<file path="config.mk">
export PLATFORM = sky130hd
export DESIGN_NAME = ffha_ram
export DESIGN_NICKNAME = d
export VERILOG_FILES = /design/src/first_fit_heap_allocator_defines.svh /design/src/ffha_ram.sv
export SDC_FILE = /design/constraint.sdc
export NUM_CORES = 1
export LEC_CHECK = 0
export ABC_AREA = 1
export BUFFER_PORTS_ARGS = -buffer_cell sky130_fd_sc_hd__buf_2
export CELL_PAD_IN_SITES_DETAIL_PLACEMENT = 0
export CELL_PAD_IN_SITES_GLOBAL_PLACEMENT = 1
export CORE_ASPECT_RATIO = 0.7
export CORE_MARGIN = 3
export CORE_UTILIZATION = 35
export CTS_CLUSTER_SIZE = 12
export DETAILED_ROUTE_END_ITERATION = 10
export PLACE_DENSITY = 0.61
export RECOVER_POWER = 50
export SKIP_CTS_REPAIR_TIMING = 1
export SYNTH_ARGS = -nofsm -noshare
export SYNTH_HDL_FRONTEND = slang
export SYNTH_SLANG_ARGS = --single-unit
export TNS_END_PERCENT = 10
</file>
<file path="constraint.sdc">
create_clock -name clk -period 1.62 [get_ports clk]
set_input_delay 0.162 -clock clk [delete_from_list [all_inputs] [get_ports clk]]
set_output_delay 0.162 -clock clk [all_outputs]
set_load 0.02 [all_outputs]
</file>
<file path="src/first_fit_heap_allocator_defines.svh">
// ----------------------------------------------------------------------------
// first_fit_heap_allocator_defines
// Assertion macros used by the allocator module.
// ----------------------------------------------------------------------------
`ifndef FIRST_FIT_HEAP_ALLOCATOR_DEFINES_SVH
`define FIRST_FIT_HEAP_ALLOCATOR_DEFINES_SVH

// same-cycle implication, checked outside reset
`define FFHA_ASSERT_SAME(lbl, ante, cons, msg) \
  lbl: assert property (@(posedge clk) disable iff (!rst_n) (ante) |-> (cons)) else $error(msg);

// next-cycle implication, checked outside reset
`define FFHA_ASSERT_NEXT(lbl, ante, cons, msg) \
  lbl: assert property (@(posedge clk) disable iff (!rst_n) (ante) |=> (cons)) else $error(msg);

`endif

</file>
<file path="src/ffha_ram.sv">
// ----------------------------------------------------------------------------
// ffha_ram
// Generic simple dual-port RAM, one write and one registered read port.
// ----------------------------------------------------------------------------
module ffha_ram #(
  parameter int WIDTH = 8,
  parameter int DEPTH = 16,
  parameter int AW    = (DEPTH > 1) ? $clog2(DEPTH) : 1
) (
  input  logic             clk,
  input  logic             we,
  input  logic [AW-1:0]    waddr,
  input  logic [WIDTH-1:0] wdata,
  input  logic             re,
  input  logic [AW-1:0]    raddr,
  output logic [WIDTH-1:0] rdata
);

  logic [WIDTH-1:0] mem [DEPTH];
  logic [WIDTH-1:0] rdata_r;

  always_ff @(posedge clk) begin
    if (we) begin
      mem[waddr] <= wdata;
    end
    if (re) begin
      rdata_r <= mem[raddr];
    end
  end

  assign rdata = rdata_r;

endmodule
</file>
; After elaboration in Yosys (flattened, before gate mapping)
; Memory sizes are Yosys's and may differ from the RTL's. A register that Yosys moved wholly into a read port is not among the register bits.
; Index checks and enable logic that the tools add are counted.
[word_totals]
ff_bits = 0
output_inout_bits = 8
input_bits = 19
wordCells = 3
ram_bits = 128
n_memories = 1
[classes]
muxes = 2
[memory_table]
columns = memory, words, word_bits, rd, rd_ports_with_merged_regs, wr, line_no
row1 = mem, 16, 8, 1, 1, 1, ffha_ram.sv:19  ; logic [WIDTH-1:0] mem [DEPTH];
[ops]
columns = operator, count
row1 = $mux W1, 2

; Depth between registers and ports, before layout
[logic_depth]
word_depth = 2
ltp_mapped = 8
mapped_depth_nobuf = 7

; Least setup slack after synthesis
; Ideal clock, no wire load.
[synth_timing]
path_type = input port to flip-flop
from = input port waddr[2]
to = memory mem[10][0] (enable)
path_buffers = 0
arrival_ps = 743
slack_ps = 507
setup_time_ps = 370
path_stages = 2
required_time_ps = 1250
path_cell_list = nand3b_1 nor2_1
[synth_rtl]
columns = item, line_no
row1 = start: declaration, ffha_ram.sv:12  ; input logic [AW-1:0] waddr,
row2 = end: declaration, ffha_ram.sv:19
; Straight into the memory's write port.

; Final worst setup path
[layout_timing]
from = register rdata_r[3], in the netlist rdata[3], read port of mem
to = output port rdata[3]
[layout_rtl]
columns = item, line_no
row1 = start: declaration, ffha_ram.sv:20  ; logic [WIDTH-1:0] rdata_r;
row2 = end: declaration, ffha_ram.sv:16  ; output logic [WIDTH-1:0] rdata
; No word-level cell between the ends.

==> reports/metrics.yaml <==
cts_buffers: 17
p_seq_frac: 0.459
path_max_fanout: 1
peakVddDrop_v: 0.000639
viasPerCell: 4.55
clock-sinks: 136
die_w_um: 160
power_density_nw_per_um2: 1250
synth_area_leaders: "edfxtp_1 (70%), nand2_1 (11%), nand3_1 (8.3%)"
p_int_mw: 6.85
min_path_type: "input pin to register"
combinationalPowerShare: 0.060
syn2layout_area_growth_pct: 18.8
final_cell_mix: "nand2_1 (173), edfxtp_1 (136), inv_1 (100)"
status: "complete, no violations"
swShare: 0.213
finalNetCount: 616
cp_cell_sequence: "buf_2"
crit_type: "register to output port"
p_switching_mw: 1.86
skew_ps: 10.5
syn-num-nets: 570
arrival_ps: 1030
dpl.hpwl_um: 9330
initial_utilization: 0.367
fin_util: 0.436
antenna_found_initial: 0
required_ps: 1460
wl_per_cell_um: 17.9
grt_usage: 0.171
crit_path_end_kind: "output port"
tightest_slew_ps: 1020
io_pins: 27
dieHeight_um: 114
rows: 38
fin_tns_setup_ps: 0
synth.avg_cell_area_um2: 10.6
portBuffers: 26
synth_cell_types: 11
grt_setup_unrepaired: "no"
synth_seq_cells: 136
final_hold_viol_count: 0
ys_seq_area_frac: 0.698
period_needed_ps: 1200
drt_pre_antenna_iters: 5
r2r_cells: 6
insertion_delay_ps: 410
path_delay_family: "flip-flops"
multi_input_area_um2: 1210
drt_iter0_drc: 345
whs_path_depth: 3
min_from: "raddr[3]"
layout_commonest_cell: "nand2_1"
critPathSlowestCell: "edfxtp_1"
slew_headroom: 0.323
cts_tree: "built"
slowest_delay_ps: 440
total_power_mw: 8.70
finalCritPeriodShare: 0.739
netlist_instances: 551
fmax_mhz: 836
gr-total-overflow: 0
finalMaxSlewViolations: 0
hold_end: "rdata[1]$_DFFE_PP_"
r2r_start: "mem[15][3]$_DFFE_PP_"
drv_cap: 0
final-seq-area_um2: 4080
start_kind: "register"
clockPowerShare: 0.481
p_leak_nw: 2.95
regToRegEndpoint: "rdata[3]$_DFFE_PP_"
synth_area_leader_cell: "edfxtp_1"
antenna_cells: 0
setup_viol: 0
yosys_warnings: 0
grt_start_max_net_pins: 37
die_area_um2: 18300
reg2reg_slack_ps: 450
first_global_vias: 3699
synth_area_um2: 5850
num_vias: 3779
nFillCells: 1499
root_buffer: "clkbuf_16"
routed_wl_um: 14800
clock_path_buffers: 2
drc_errors: 0
h-tree-depth: 4
path_clk_slew_ps: 60
drive_gt1_frac: 0.116
gp_congestion: 0.783
synth_top_area_share: 0.698
crit_buf_inv: 1
core_area_um2: 15900
grt_pass1_wl_um: 22700
drtAntennaViolNets: 0
==> kinds of logic (layout without fill, tap and decap cells) <==
kind of cell | Yosys count | after routing | synth area share
buf+inv | 126 | 185 | 0.0939
flops | 136 | 136 | 0.698
simple gates | 289 | 289 | 0.208
==> Yosys cell counts <==
| cell | instances |
|---|---|
| nand3_1 | 97 |
| edfxtp_1 | 136 |
| buf_4 | 4 |
| nand3b_1 | 2 |
| inv_2 | 2 |
| nor2_1 | 17 |
| buf_2 | 13 |
| nand2_1 | 173 |
| inv_1 | 100 |
| buf_1 | 1 |
| buf_6 | 6 |
==> registers in the layout, summed over array words and instances (netlist names) <==
signal	flops
rdata	8
mem	128
==> power groups by stage <==
| stage | Clock, mW | Combinational, mW | Sequential [mW] |
|---|---|---|---|
| after floorplan | 0 | 0.278 | 4.08 |
| after global placement | 0 | 0.532 | 4.06 |
| after detailed placement | 0 | 0.537 | 4.06 |
| after CTS | 4.26 | 0.539 | 3.99 |
| after global routing | 4.42 | 0.589 | 4.00 |
| final | 4.19 | 0.525 | 3.99 |
==> stage by stage <==
stage | worst slack, ps | hold WS [ps] | instance area, um^2 | instances
6_report | 423 | 223 | 6940 | 830
4_1_cts | 412 | 113 | 6960 | 830
3_5_place_dp | 172 | 543 | 6320 | 798
2_1_floorplan | 507 | 261 | 5850 | 551
3_3_place_gp | 143 | 536 | 6320 | 798
5_1_grt | 381 | 235 | 6940 | 830
==> worst max-delay path by stage <==
stage	slack, ps	from	depth (start not counted)	to
6_report	420	rdata[3]$_DFFE_PP_	1	rdata[3]
4_1_cts	410	rdata[3]$_DFFE_PP_	1	rdata[3]
2_1_floorplan	510	waddr[2]	2	mem[10][0]$_DFFE_PP_
3_3_place_gp	140	raddr[0]	8	rdata[3]$_DFFE_PP_
3_5_place_dp	170	raddr[0]	8	rdata[3]$_DFFE_PP_
5_1_grt	380	mem[6][3]$_DFFE_PP_	6	rdata[3]$_DFFE_PP_
==> routing by layer <==
layer,wire length (um),track usage,vias up
met1,7660,0.263,1811
met3,839,0.0412,10
li1,-,-,1873
met2,6200,0.241,85
met4,121,0.0434,0
met5,0,0,-
==> final cells by class <==
class | count | share of cell area
clock buffers | 20 | 0.0629
clock inverters | 12 | 0.0288
inverters | 102 | 0.0551
multi-input cells | 289 | 0.175
flip-flops and latches | 136 | 0.588
well taps | 220 | 0.0396
repair buffers | 51 | 0.0506
No activity file was read; power rests on OpenSTA's default activity.
